## src/sv/jvbl_pkg.sv

```systemverilog
// Shared types, constants and helper functions of the joint velocity bound limiter.
package jvbl_pkg;

  // Internal velocity width: wide enough for the previous velocity plus one full step.
  localparam int VW = 38;
  localparam int SQRT_STAGES = 32;
  localparam int RATE_W = 47;

  typedef logic signed [VW-1:0] vel_t;

  localparam vel_t MAX_Q = vel_t'(64'sd2147483647);
  localparam vel_t MIN_Q = -vel_t'(64'sd2147483648);

  typedef struct packed {
    logic [24:0] step_time;
    logic [30:0] step_rate;
    logic [30:0] crawl_speed;
    logic [15:0] tolerance;
  } cfg_t;

  typedef struct packed {
    vel_t              ub0;
    vel_t              lb0;
    vel_t              brk;
    logic [30:0]       half;
    logic [RATE_W-1:0] rate_hi;
    logic [RATE_W-1:0] rate_lo;
    logic              pos_hi;
    logic              pos_lo;
    logic              ovf_hi;
    logic              ovf_lo;
    logic              en_hi;
    logic              en_lo;
    logic              last;
  } side_t;

  typedef struct packed {
    logic [33:0] rem;
    logic [31:0] root;
  } sq_t;

  function automatic vel_t ext_u32(logic [31:0] x);
    return vel_t'({{(VW-32){1'b0}}, x});
  endfunction

  function automatic vel_t vel_min(vel_t a, vel_t b);
    return (a < b) ? a : b;
  endfunction

  function automatic vel_t vel_max(vel_t a, vel_t b);
    return (a > b) ? a : b;
  endfunction

  // One digit of a restoring square root: brings down two radicand bits.
  function automatic sq_t sqrt_step(logic [33:0] rem, logic [31:0] root, logic [1:0] pair);
    logic [35:0] acc;
    logic [35:0] trial;
    sq_t         r;
    acc   = {rem, pair};
    trial = {2'b00, root, 2'b01};
    if (acc >= trial) begin
      r.rem  = 34'(acc - trial);
      r.root = {root[30:0], 1'b1};
    end else begin
      r.rem  = acc[33:0];
      r.root = {root[30:0], 1'b0};
    end
    return r;
  endfunction

endpackage

```

## src/sv/jvbl_back.sv

```systemverilog
// Back stages: braking bounds, bound combination, crossing resolution and output skid.
module jvbl_back (
  input  logic               clk,
  input  logic               rst,
  input  logic [15:0]        tolerance,
  input  logic               in_valid,
  input  logic [31:0]        root_hi,
  input  logic [31:0]        root_lo,
  input  jvbl_pkg::side_t    side,
  output logic               en,
  output logic               result_valid,
  input  logic               result_stall,
  output logic signed [31:0] lower_bound,
  output logic signed [31:0] upper_bound,
  output logic               brake_flag,
  output logic               cycle_end
);
  import jvbl_pkg::*;

  // Braking bound toward one limit: min of distance over dt and root minus half step.
  function automatic logic [30:0] lim_bound(logic [31:0] root, logic [30:0] half,
                                            logic ovf, logic pos,
                                            logic [RATE_W-1:0] rate);
    logic [32:0] diff;
    logic [30:0] brake;
    logic [30:0] res;
    diff  = {1'b0, root} - {2'b00, half};
    brake = (ovf || (diff > 33'h07FFFFFFF)) ? 31'h7FFFFFFF : diff[30:0];
    if (!pos) begin
      res = '0;
    end else if (rate < RATE_W'(brake)) begin
      res = rate[30:0];
    end else begin
      res = brake;
    end
    return res;
  endfunction

  function automatic logic signed [31:0] sat32(vel_t x);
    vel_t c;
    c = vel_min(vel_max(x, MIN_Q), MAX_Q);
    return c[31:0];
  endfunction

  logic        v1;
  logic [30:0] lim_hi1;
  logic [30:0] lim_lo1;
  side_t       sd1;

  logic        v2;
  vel_t        ub2;
  vel_t        lb2;
  vel_t        brk2;
  logic        last2;

  logic        skid;
  logic signed [31:0] sk_lb;
  logic signed [31:0] sk_ub;
  logic        sk_conf;
  logic        sk_last;

  vel_t        ub_n;
  vel_t        lb_n;
  vel_t        diff;
  vel_t        res_lb;
  vel_t        res_ub;
  logic        res_conf;
  logic signed [31:0] new_lb;
  logic signed [31:0] new_ub;
  logic        out_free;

  assign en = !skid;
  assign out_free = !result_valid || !result_stall;

  always_ff @(posedge clk) begin
    if (rst) begin
      v1 <= 1'b0;
      v2 <= 1'b0;
    end else if (en) begin
      v1 <= in_valid;
      v2 <= v1;
    end
  end

  always_ff @(posedge clk) begin
    if (en) begin
      lim_hi1 <= lim_bound(root_hi, side.half, side.ovf_hi, side.pos_hi, side.rate_hi);
      lim_lo1 <= lim_bound(root_lo, side.half, side.ovf_lo, side.pos_lo, side.rate_lo);
      sd1     <= side;
    end
  end

  always_comb begin
    ub_n = sd1.en_hi ? vel_min(sd1.ub0, ext_u32({1'b0, lim_hi1})) : sd1.ub0;
    lb_n = sd1.en_lo ? vel_max(sd1.lb0, -ext_u32({1'b0, lim_lo1})) : sd1.lb0;
  end

  always_ff @(posedge clk) begin
    if (en) begin
      ub2   <= ub_n;
      lb2   <= lb_n;
      brk2  <= sd1.brk;
      last2 <= sd1.last;
    end
  end

  always_comb begin
    diff     = lb2 - ub2;
    res_lb   = lb2;
    res_ub   = ub2;
    res_conf = 1'b0;
    if (lb2 > ub2) begin
      if (diff <= ext_u32({16'b0, tolerance})) begin
        res_lb = ub2;
      end else begin
        res_lb   = brk2;
        res_ub   = brk2;
        res_conf = 1'b1;
      end
    end
    new_lb = sat32(res_lb);
    new_ub = sat32(res_ub);
  end

  // The skid slot takes the request that leaves the pipeline while the output is held.
  always_ff @(posedge clk) begin
    if (rst) begin
      result_valid <= 1'b0;
      skid         <= 1'b0;
    end else if (out_free) begin
      if (skid) begin
        result_valid <= 1'b1;
        skid         <= 1'b0;
      end else begin
        result_valid <= v2;
      end
    end else if (v2) begin
      skid <= 1'b1;
    end
  end

  always_ff @(posedge clk) begin
    if (out_free) begin
      if (skid) begin
        lower_bound <= sk_lb;
        upper_bound <= sk_ub;
        brake_flag  <= sk_conf;
        cycle_end   <= sk_last;
      end else begin
        lower_bound <= new_lb;
        upper_bound <= new_ub;
        brake_flag  <= res_conf;
        cycle_end   <= last2;
      end
    end else if (!skid) begin
      sk_lb   <= new_lb;
      sk_ub   <= new_ub;
      sk_conf <= res_conf;
      sk_last <= last2;
    end
  end

endmodule

```

## config.mk

```make
export PLATFORM = sky130hd
export DESIGN_NAME = jvbl_back
export DESIGN_NICKNAME = d
export VERILOG_FILES = /design/src/sv/jvbl_pkg.sv /design/src/sv/jvbl_back.sv
export SDC_FILE = /design/constraint.sdc
export NUM_CORES = 1
export LEC_CHECK = 0
export BUFFER_PORTS_ARGS = -buffer_cell sky130_fd_sc_hd__buf_2
export CORE_ASPECT_RATIO = 0.6
export CORE_MARGIN = 3
export CORE_UTILIZATION = 30
export CTS_BUF_LIST = sky130_fd_sc_hd__clkbuf_16
export DETAILED_ROUTE_END_ITERATION = 6
export SKIP_LAST_GASP = 1
export SYNTH_ARGS = -nofsm -noshare
export SYNTH_HDL_FRONTEND = slang
export SYNTH_SLANG_ARGS = --single-unit
```

## constraint.sdc

```tcl
create_clock -name clk -period 13.08 [get_ports clk]
set_input_delay 2.616 -clock clk [delete_from_list [all_inputs] [get_ports clk]]
set_output_delay 2.616 -clock clk [all_outputs]
set_load 0.01 [all_outputs]
```

==> implementation parameters, run 1 <==
Parameter                              Value

Layout
  Number of standard cells in the final layout excluding fillers ... 4154
  Layout Area Growth over Synthesis ... 17.03%
  Fillcell total ... 8948
  Fraction of layout cells with a size suffix above 1 ... 17.70%
  Number of nets in the layout ... 3532

Min path
  Hold Path Stages ... 0
  End of the worst hold path ... brk2[16]
  Startpoint of the worst hold path ... sd1[148]
  Hold Path Class ... reg2reg

CTS
  Clock transition at the register clock pins on the worst setup and hold paths after CTS ... 0.07 ns
  CTS Hold Bufs ... 0
  Count of cells resized by post-cts repair ... 0
  Cts bufs inserted ... 43
  Number of buffers inserted to repair setup after CTS ... 0
  Clock root buffer ... clkbuf_16
  Number of sinks handled by clock tree synthesis ... 430
  Clk buf depth ... 3
  Clk_lat worst skew ... 0.62 ns
  Deepest level of the CTS H-tree ... 2
  TritonCTS clock tree ... built

Setup path
  R2R Path Start ... ub2[6]
  Worst reg2reg path endpoint ... lower_bound[0]
  Category of the critical setup timing path ... in2reg
  Cell at the slowest stage of the critical path ... nand2b_2
  Required time at the endpoint of the critical path ... 13.46 ns
  Highest cell delay on the worst timing path ... 0.96 ns
  Buffers & Inverters on Critical Path ... 4
  Element type at the critical path start ... input pin
  Critical Path AT ... 9.72 ns
  Cell repeated most along the worst path ... a21oi_1
  Critical Path Sink Type ... register
  Worst R2R Path Depth ... 24
  Top Family by Delay on Critical Path ... compound AO/OA/AOI/OAI gates
  Flop-to-flop setup slack ... 4.01 ns
  Critical path origin ... root_hi[0]
  Critical-path maximum fanout ... 60

Logic synthesis
  Warning count from the yosys run ... 0
  Gate Count Post-Synth ... 2607
  Unique masters post-synth ... 80
  Fraction of the yosys area taken by sequential cells ... 47.77%
  Synthesized area per cell ... 10.34 sq um
  Post-synthesis cell area ... 0.02695 sq mm
  Yosys top cell area share ... 47.47%
  Cell type with the highest aggregate area in the netlist ... edfxtp_1
  Synth area leaders ... edfxtp_1 47%, ha_1 11%, a21oi_1 3.3%
  Yosys reg bits ... 430
  Fraction of registers with async set/reset ... 0%
  Syn nets ... 3186
  Number of enable-type register cells in the synthesized netlist ... 426
  Dominant register cell in the synthesized netlist ... edfxtp_1

Floorplan
  Area of the core region ... 0.08828 sq mm
  Count of pins on the block boundary ... 398
  Initial core utilization ... 30.52%
  Floorplan row count ... 84
  Die Wd ... 392.9 um
  Die Y-Extent ... 238.2 um
  Die Footprint ... 0.09358 sq mm

Pwr
  Maximum VDD drop ... 0.08338 mV
  Power Dens Cells ... 135.7 mW/mm^2
  Leak Pwr ... 13.30 nW

Timing
  Final worst path period need ... 9.345 ns
  Relative slew slack ... 16.87%
  Final count of negative-setup-slack endpoints ... 0
  Final cycle utilization of the critical path ... 71.44%
  Final hold violation count ... 0
  Clock Skews ... 0.06206 ns
  Transition time at the pin with the least slew margin ... 1.245 ns
  Post-route worst setup slack ... 3.735 ns
  Final slew viol count ... 0
  RSZ-0062 raised after global routing ... false
  Peak clock frequency supported by timing ... 107.0 MHz
  Setup tns final ... 0 ns

Global route
  Wire length of the first global-routing pass ... 136600 um
  Total overflow reported by the global router ... 0
  Initial antenna violation count ... 10
  Maximum number of pins on one net before global-route repair ... 87
  Combined global-route utilization of all metal layers ... 19.59%
  Number of global-route vias before repair ... 21.05k

Drt
  Final routed DRC violation total ... 0
  First-pass iteration count of the detailed router ... 5
  Vias per std cell ... 5.319
  Antenna Violating Nets Remaining ... 0
  Routed via count ... 22.10k
  WL final ... 94150 um
  Iteration-0 DRC count of the detailed router ... 2070
  Mean routed wirelength per cell ... 22.66 um

Placement
  Final GP Congestion ... 0.9730
  Cells after DPL ... 4069
  Number of buffers inserted by port buffering ... 397
  Placement-stage worst setup slack ... 3.218 ns
  Post-detail-place hpwl ... 76630 um

Job
  Number of max-cap violations ... 0

Outcome
  Status ... completed
power breakdown:
part / internal, mW / switching, mW
combinational: 0.463 / 0.756
clock: 0.680 / 0.553
sequential: 1.71 / 0.113
total: 2.86 / 1.42
cell families (layout without fill, tap and decap cells):
group | Yosys count | after routing | synth area share, %
buf+inv | 277 | 658 | 4.076
flops | 430 | 430 | 47.77
simple gates | 783 | 783 | 14.28
other cells | 0 | 5 | 0
mux | 21 | 21 | 0.8125
xor+xnor | 95 | 95 | 3.088
compound gates | 752 | 752 | 18.34
fa+ha+maj | 249 | 249 | 11.64
layout by cell type, fill, tap and decap left out, drive strengths merged, types with 40 or more instances in the layout:
| cell type | count |
|---|---|
| edfxtp | 426 |
| buf | 413 |
| ha | 246 |
| nor2 | 233 |
| o21ai | 186 |
| nand2 | 181 |
| a21oi | 180 |
| inv | 174 |
| nand4 | 97 |
| a21o | 62 |
| xnor2 | 55 |
| a211oi | 54 |
| nor4 | 49 |
| o21a | 45 |
| clkbuf | 44 |
| nor3 | 41 |
| xor2 | 40 |
per-stage QoR:
step / power (mW) / util (%) / hold WS, ns / cell area [sq um]
finish: 4.280 / 35.72 / 0.4082 / 31540
global route: 4.507 / 35.72 / 0.4117 / 31540
CTS: 4.310 / 35.71 / 0.3952 / 31520
detailed placement: 3.053 / 34.12 / 0.4057 / 30130
global placement: 3.053 / 34.12 / 0.4038 / 30130
floorplan: 2.574 / - / 0.4003 / 26950
worst max-delay path by stage:
stage	endpoint	cells past startpoint
after detailed placement	lim_lo1[30]	37
after global routing	lim_lo1[21]	39
after floorplan	en	2
after CTS	lim_lo1[20]	36
final	lim_hi1[3]	33
after global placement	lim_hi1[17]	33
final cells by class:
class	count	area [sq um]	share of cell area, %
Multi-Input combinational cell	1900	13070	41.43
Sequential cell	430	12870	40.82
Timing Repair Buffer	413	2107	6.681
Tap cell	1161	1453	4.606
Clock buffer	44	1101	3.491
Inverter	165	628.1	1.992
Clock inverter	36	296.5	0.9403
Antenna cell	5	12.51	0.03967
layer usage:
layer / share of wire [%] / track usage, % / routed length, um
met5: 0.0096 / 0 / 9
met4: 1.6 / 3.957 / 1551
met3: 7.7 / 3.942 / 7288
met2: 43 / 29.01 / 40240
met1: 48 / 29.45 / 45060
state kept, by name, summed over array words and instances (netlist names), 31 cells and up:
name         count
sk_lb           32
upper_bound     32
ub2             38
sk_ub           32
lower_bound     32
sd1            117
lim_hi1         31
lim_lo1         31
lb2             38
brk2            38
cells in the mapped netlist, drive strengths merged, types with 7 or more instances:
library cell and n:
xor2 40, a21boi 28, mux2i 14, nor3 41, o211ai 9, edfxtp 426
a21oi 180, buf 19, clkbuf 93, ha 246, o311ai 7, o21ai 186
nor2b 34, o31ai 34, and3 18, o21a 45, nand3 31, a21o 62
or3 14, nand2 181, o211a 33, mux2 7, nand2b 31, nor4 49
o21bai 12, and2 19, or2 12, nand4 97, o22a 32, a31oi 25
nor2 233, a211oi 54, xnor2 55, a221oi 14, inv 165
No activity file was read; power rests on OpenSTA's default activity.
==> run 2: changes to the inputs <==
--- a/config.mk
+++ b/config.mk
@@ -5,6 +5,7 @@
 export SDC_FILE = /design/constraint.sdc
 export NUM_CORES = 1
 export LEC_CHECK = 0
+export ABC_AREA = 1
 export BUFFER_PORTS_ARGS = -buffer_cell sky130_fd_sc_hd__buf_2
 export CORE_ASPECT_RATIO = 0.6
 export CORE_MARGIN = 3
==> constraint.sdc (replaced) <==
create_clock -name clk -period 8 [get_ports clk]
set_input_delay 1.6 -clock clk [delete_from_list [all_inputs] [get_ports clk]]
set_output_delay 1.6 -clock clk [all_outputs]
set_load 0.01 [all_outputs]
==> implementation parameters, run 2 <==
Parameter                              Value

Setup path
  Critical-path maximum fanout ... 60 (unchanged)
  Worst R2R Path Depth ... 32 (+33%)
  Flop-to-flop setup slack ... 1.29 ns (-2.72 ns)
  Worst reg2reg path endpoint ... lower_bound[8]
  Critical Path Sink Type ... register
  Highest cell delay on the worst timing path ... 0.48 ns (-0.48 ns)
  Required time at the endpoint of the critical path ... 8.33 ns (-5.13 ns)
  Top Family by Delay on Critical Path ... compound AO/OA/AOI/OAI gates
  Category of the critical setup timing path ... in2reg
  Critical Path AT ... 7.08 ns (-2.64 ns)
  Buffers & Inverters on Critical Path ... 7 (+3)
  Cell at the slowest stage of the critical path ... buf_4
  R2R Path Start ... lb2[0]
  Element type at the critical path start ... input pin

CTS
  TritonCTS clock tree ... built
  Clk_lat worst skew ... 0.60 ns (-0.02 ns)
  Deepest level of the CTS H-tree ... 2 (unchanged)
  Clk buf depth ... 3 (unchanged)
  Count of cells resized by post-cts repair ... 0 (unchanged)
  CTS Hold Bufs ... 0 (unchanged)
  Clock transition at the register clock pins on the worst setup and hold paths after CTS ... 0.06 ns (about the same)
  Cts bufs inserted ... 44 (+2.3%)
  Number of buffers inserted to repair setup after CTS ... 0 (unchanged)
  Number of sinks handled by clock tree synthesis ... 430 (unchanged)
  Clock root buffer ... clkbuf_16

Drt
  First-pass iteration count of the detailed router ... 5 (unchanged)
  Vias per std cell ... 4.900 (-7.9%)
  Mean routed wirelength per cell ... 19.72 um (-13%)
  Final routed DRC violation total ... 0 (unchanged)
  Iteration-0 DRC count of the detailed router ... 2236 (+8.0%)
  Sum of met2 wire segment lengths after detailed routing ... 40540 um (+0.74%)
  WL final ... 99030 um (+5.2%)
  Wire length on met3 ... 8878 um (+22%)
  Routed via count ... 24.60k (+11%)
  Antenna Violating Nets Remaining ... 0 (unchanged)
  Highest metal layer with signal wires ... met4
  Sum of routed wire segments on met1 ... 48050 um (+6.7%)

Pwr
  Relative contribution of sequential cells to total power ... 39.4% (-3.3 points)
  Power Dens Cells ... 234.1 mW/mm^2 (+73%)
  Internal Power ... 4.943 mW (+73%)
  Power Total ... 7.711 mW (+80%)
  Maximum VDD drop ... 0.1634 mV (+96%)
  Net switching power of the design ... 2.768 mW (+95%)
  Leak Pwr ... 15.46 nW (+16%)
  Switching Fraction ... 35.90% (+2.7 points)
  Clock network fraction of total power ... 28.4% (-0.4 points)
  Portion of total power attributed to combinational logic ... 32.1% (+3.6 points)

Layout
  Number of nets in the layout ... 4326 (+22%)
  Register name with the most flops ... sd1
  Post-route core utilization ... 35.63% (-0.092 points)
  Commonest cells after routing, fill and taps aside ... 963 x nand2_1, 426 x edfxtp_1, 397 x buf_2
  Layout Area Growth over Synthesis ... 16.78%
  Most common cell after layout, fill and taps aside ... nand2_1
  Fraction of layout cells with a size suffix above 1 ... 14.78% (-2.9 points)
  Max reg flops ... 117 (unchanged)

Timing
  Final worst path period need ... 6.755 ns
  Final slew viol count ... 0 (unchanged)
  Peak clock frequency supported by timing ... 148.0 MHz
  Hold Slack ... 0.4200 ns (+0.01186 ns)
  Clock Skews ... 0.04809 ns (-0.01397 ns)
  RSZ-0062 raised after global routing ... false
  Final count of negative-setup-slack endpoints ... 0 (unchanged)
  Relative slew slack ... 33.39% (+17 points)
  Transition time at the pin with the least slew margin ... 0.9968 ns (-0.2480 ns)
  Final hold violation count ... 0 (unchanged)
  Final cycle utilization of the critical path ... 84.43%
  Setup tns final ... 0 ns (unchanged)
  Post-route worst setup slack ... 1.245 ns (-2.490 ns)

Logic synthesis
  Dominant register cell in the synthesized netlist ... edfxtp_1
  Number of enable-type register cells in the synthesized netlist ... 426 (unchanged)
  Syn nets ... 3958 (+24%)
  Unique masters post-synth ... 58 (-28%)
  Synth area leaders ... edfxtp_1 45%, nand2_1 13%, ha_1 11%
  Most common cell in the synthesized netlist ... nand2_1
  Synthesized area per cell ... 8.346 sq um (-19%)
  Fraction of the yosys area taken by sequential cells ... 45.65% (-2.1 points)
  Yosys top cell area share ... 45.36% (-2.1 points)
  Synth top cells by count ... 965 x nand2_1, 426 x edfxtp_1, 390 x nor2_1, 366 x inv_1, 246 x ha_1
  Warning count from the yosys run ... 0 (unchanged)
  Cell type with the highest aggregate area in the netlist ... edfxtp_1
  Gate Count Post-Synth ... 3379 (+30%)
  Post-synthesis cell area ... 0.02820 sq mm (+4.6%)
  Fraction of registers with async set/reset ... 0% (unchanged)
  Yosys reg bits ... 430 (unchanged)

Floorplan
  Area of the core region ... 0.09243 sq mm (+4.7%)
  Die Y-Extent ... 243.5 um (+2.2%)
  Initial core utilization ... 30.51% (about the same)
  Die Wd ... 401.8 um (+2.3%)
  Die Footprint ... 0.09784 sq mm (+4.6%)
  Count of pins on the block boundary ... 398 (unchanged)
  Floorplan row count ... 86 (+2.4%)

Global route
  Initial antenna violation count ... 7 (-3)
  Number of global-route vias before repair ... 23.01k (+9.3%)
  Combined global-route utilization of all metal layers ... 19.66% (+0.070 points)
  Maximum number of pins on one net before global-route repair ... 191 (+120%)
  Wire length of the first global-routing pass ... 144600 um (+5.8%)
  Total overflow reported by the global router ... 0 (unchanged)

Min path
  Startpoint of the worst hold path ... sd1[156]
  Hold Path Stages ... 0 (unchanged)
  Hold Path Class ... reg2reg
  End of the worst hold path ... brk2[24]

Placement
  Post-detail-place hpwl ... 81680 um (+6.6%)
  Placement-stage worst setup slack ... 0.8258 ns (-2.392 ns)
  Number of buffers inserted by port buffering ... 397 (unchanged)
  Final GP Congestion ... 0.9892 (+1.7%)

Outcome
  Status ... completed

Job
  Number of max-cap violations ... 0 (unchanged)
## run 2: cell count changes in the layout (fill, tap and decap cells not counted), moves of 42 or more
| cell | before | now |
|---|---|---|
| nand2_1 | 179 | 963 |
| nor2_1 | 232 | 390 |
| o21a_1 | 45 | 3 |
| nand3_1 | 30 | 188 |
| a21o_1 | 62 | 15 |
| nand4_1 | 97 | 47 |
| inv_1 | 170 | 371 |
## run 2: stage by stage
step	cells	area (sq um)
2_1_floorplan	3379	28200
3_3_place_gp	4933	31400
3_5_place_dp	4933	31400
4_1_cts	5013	32910
5_1_grt	5017	32920
6_report	5021	32930
## run 2: power by group through the flow
| stage | Sequential [mW] | Clock, mW | Combinational, mW |
|---|---|---|---|
| after global routing | 3.07 | 2.35 | 2.75 |
| after CTS | 3.04 | 2.25 | 2.44 |
| final | 3.04 | 2.19 | 2.48 |
| after detailed placement | 3.09 | 0 | 2.43 |
| after global placement | 3.09 | 0 | 2.42 |
| after floorplan | 3.10 | 0 | 1.48 |
## run 2: logic make-up (layout without fill, tap and decap cells)
logic type      Yosys count  after routing  synth area share [%]
buf+inv                 462            864                 6.651
other cells               0              8                     0
compound gates          447            447                 8.771
flops                   430            430                 45.65
mux                       1              1               0.03993
xor+xnor                 73             73                 2.267
simple gates           1717           1717                 25.50
fa+ha+maj               249            249                 11.13
## run 2: layout make-up
type                       instances  area [sq um]
fill                            9600         59500
antenna                            8         20.02
tap                             1232          1541
sequential                       430         12870
clock inverter                    36         411.6
clock buffer                      44          1101
timing repair buffer             411          2117
multi-input combinational       2487         13460
inverter                         373          1408
## run 2: how the worst max path moves through the flow
stage	start	depth (start not counted)	endpoint	slack, ns
after floorplan	skid	4	en	2.11
after global placement	root_hi[0]	32	lim_hi1[10]	0.99
after detailed placement	root_hi[0]	32	lim_hi1[11]	0.83
after CTS	root_hi[0]	32	lim_hi1[11]	1.44
after global routing	root_hi[0]	32	lim_hi1[1]	0.64
final	root_hi[0]	32	lim_hi1[11]	1.25
## run 2: worst register-to-register path: cells and delay by family (launching register included)
kind,cells,cell delay [ns]
fa+ha+maj,3,1.04
flops,1,0.35
simple gates,23,3.75
xor+xnor,1,0.20
compound gates,2,0.33
buf+inv,3,0.81
## run 2: per-layer routing
metal,global-route usage [%],vias to the layer above
met5,0,-
met4,3.792,0
met3,5.581,100
met2,28.19,851
met1,29.29,11560
li1,-,12091
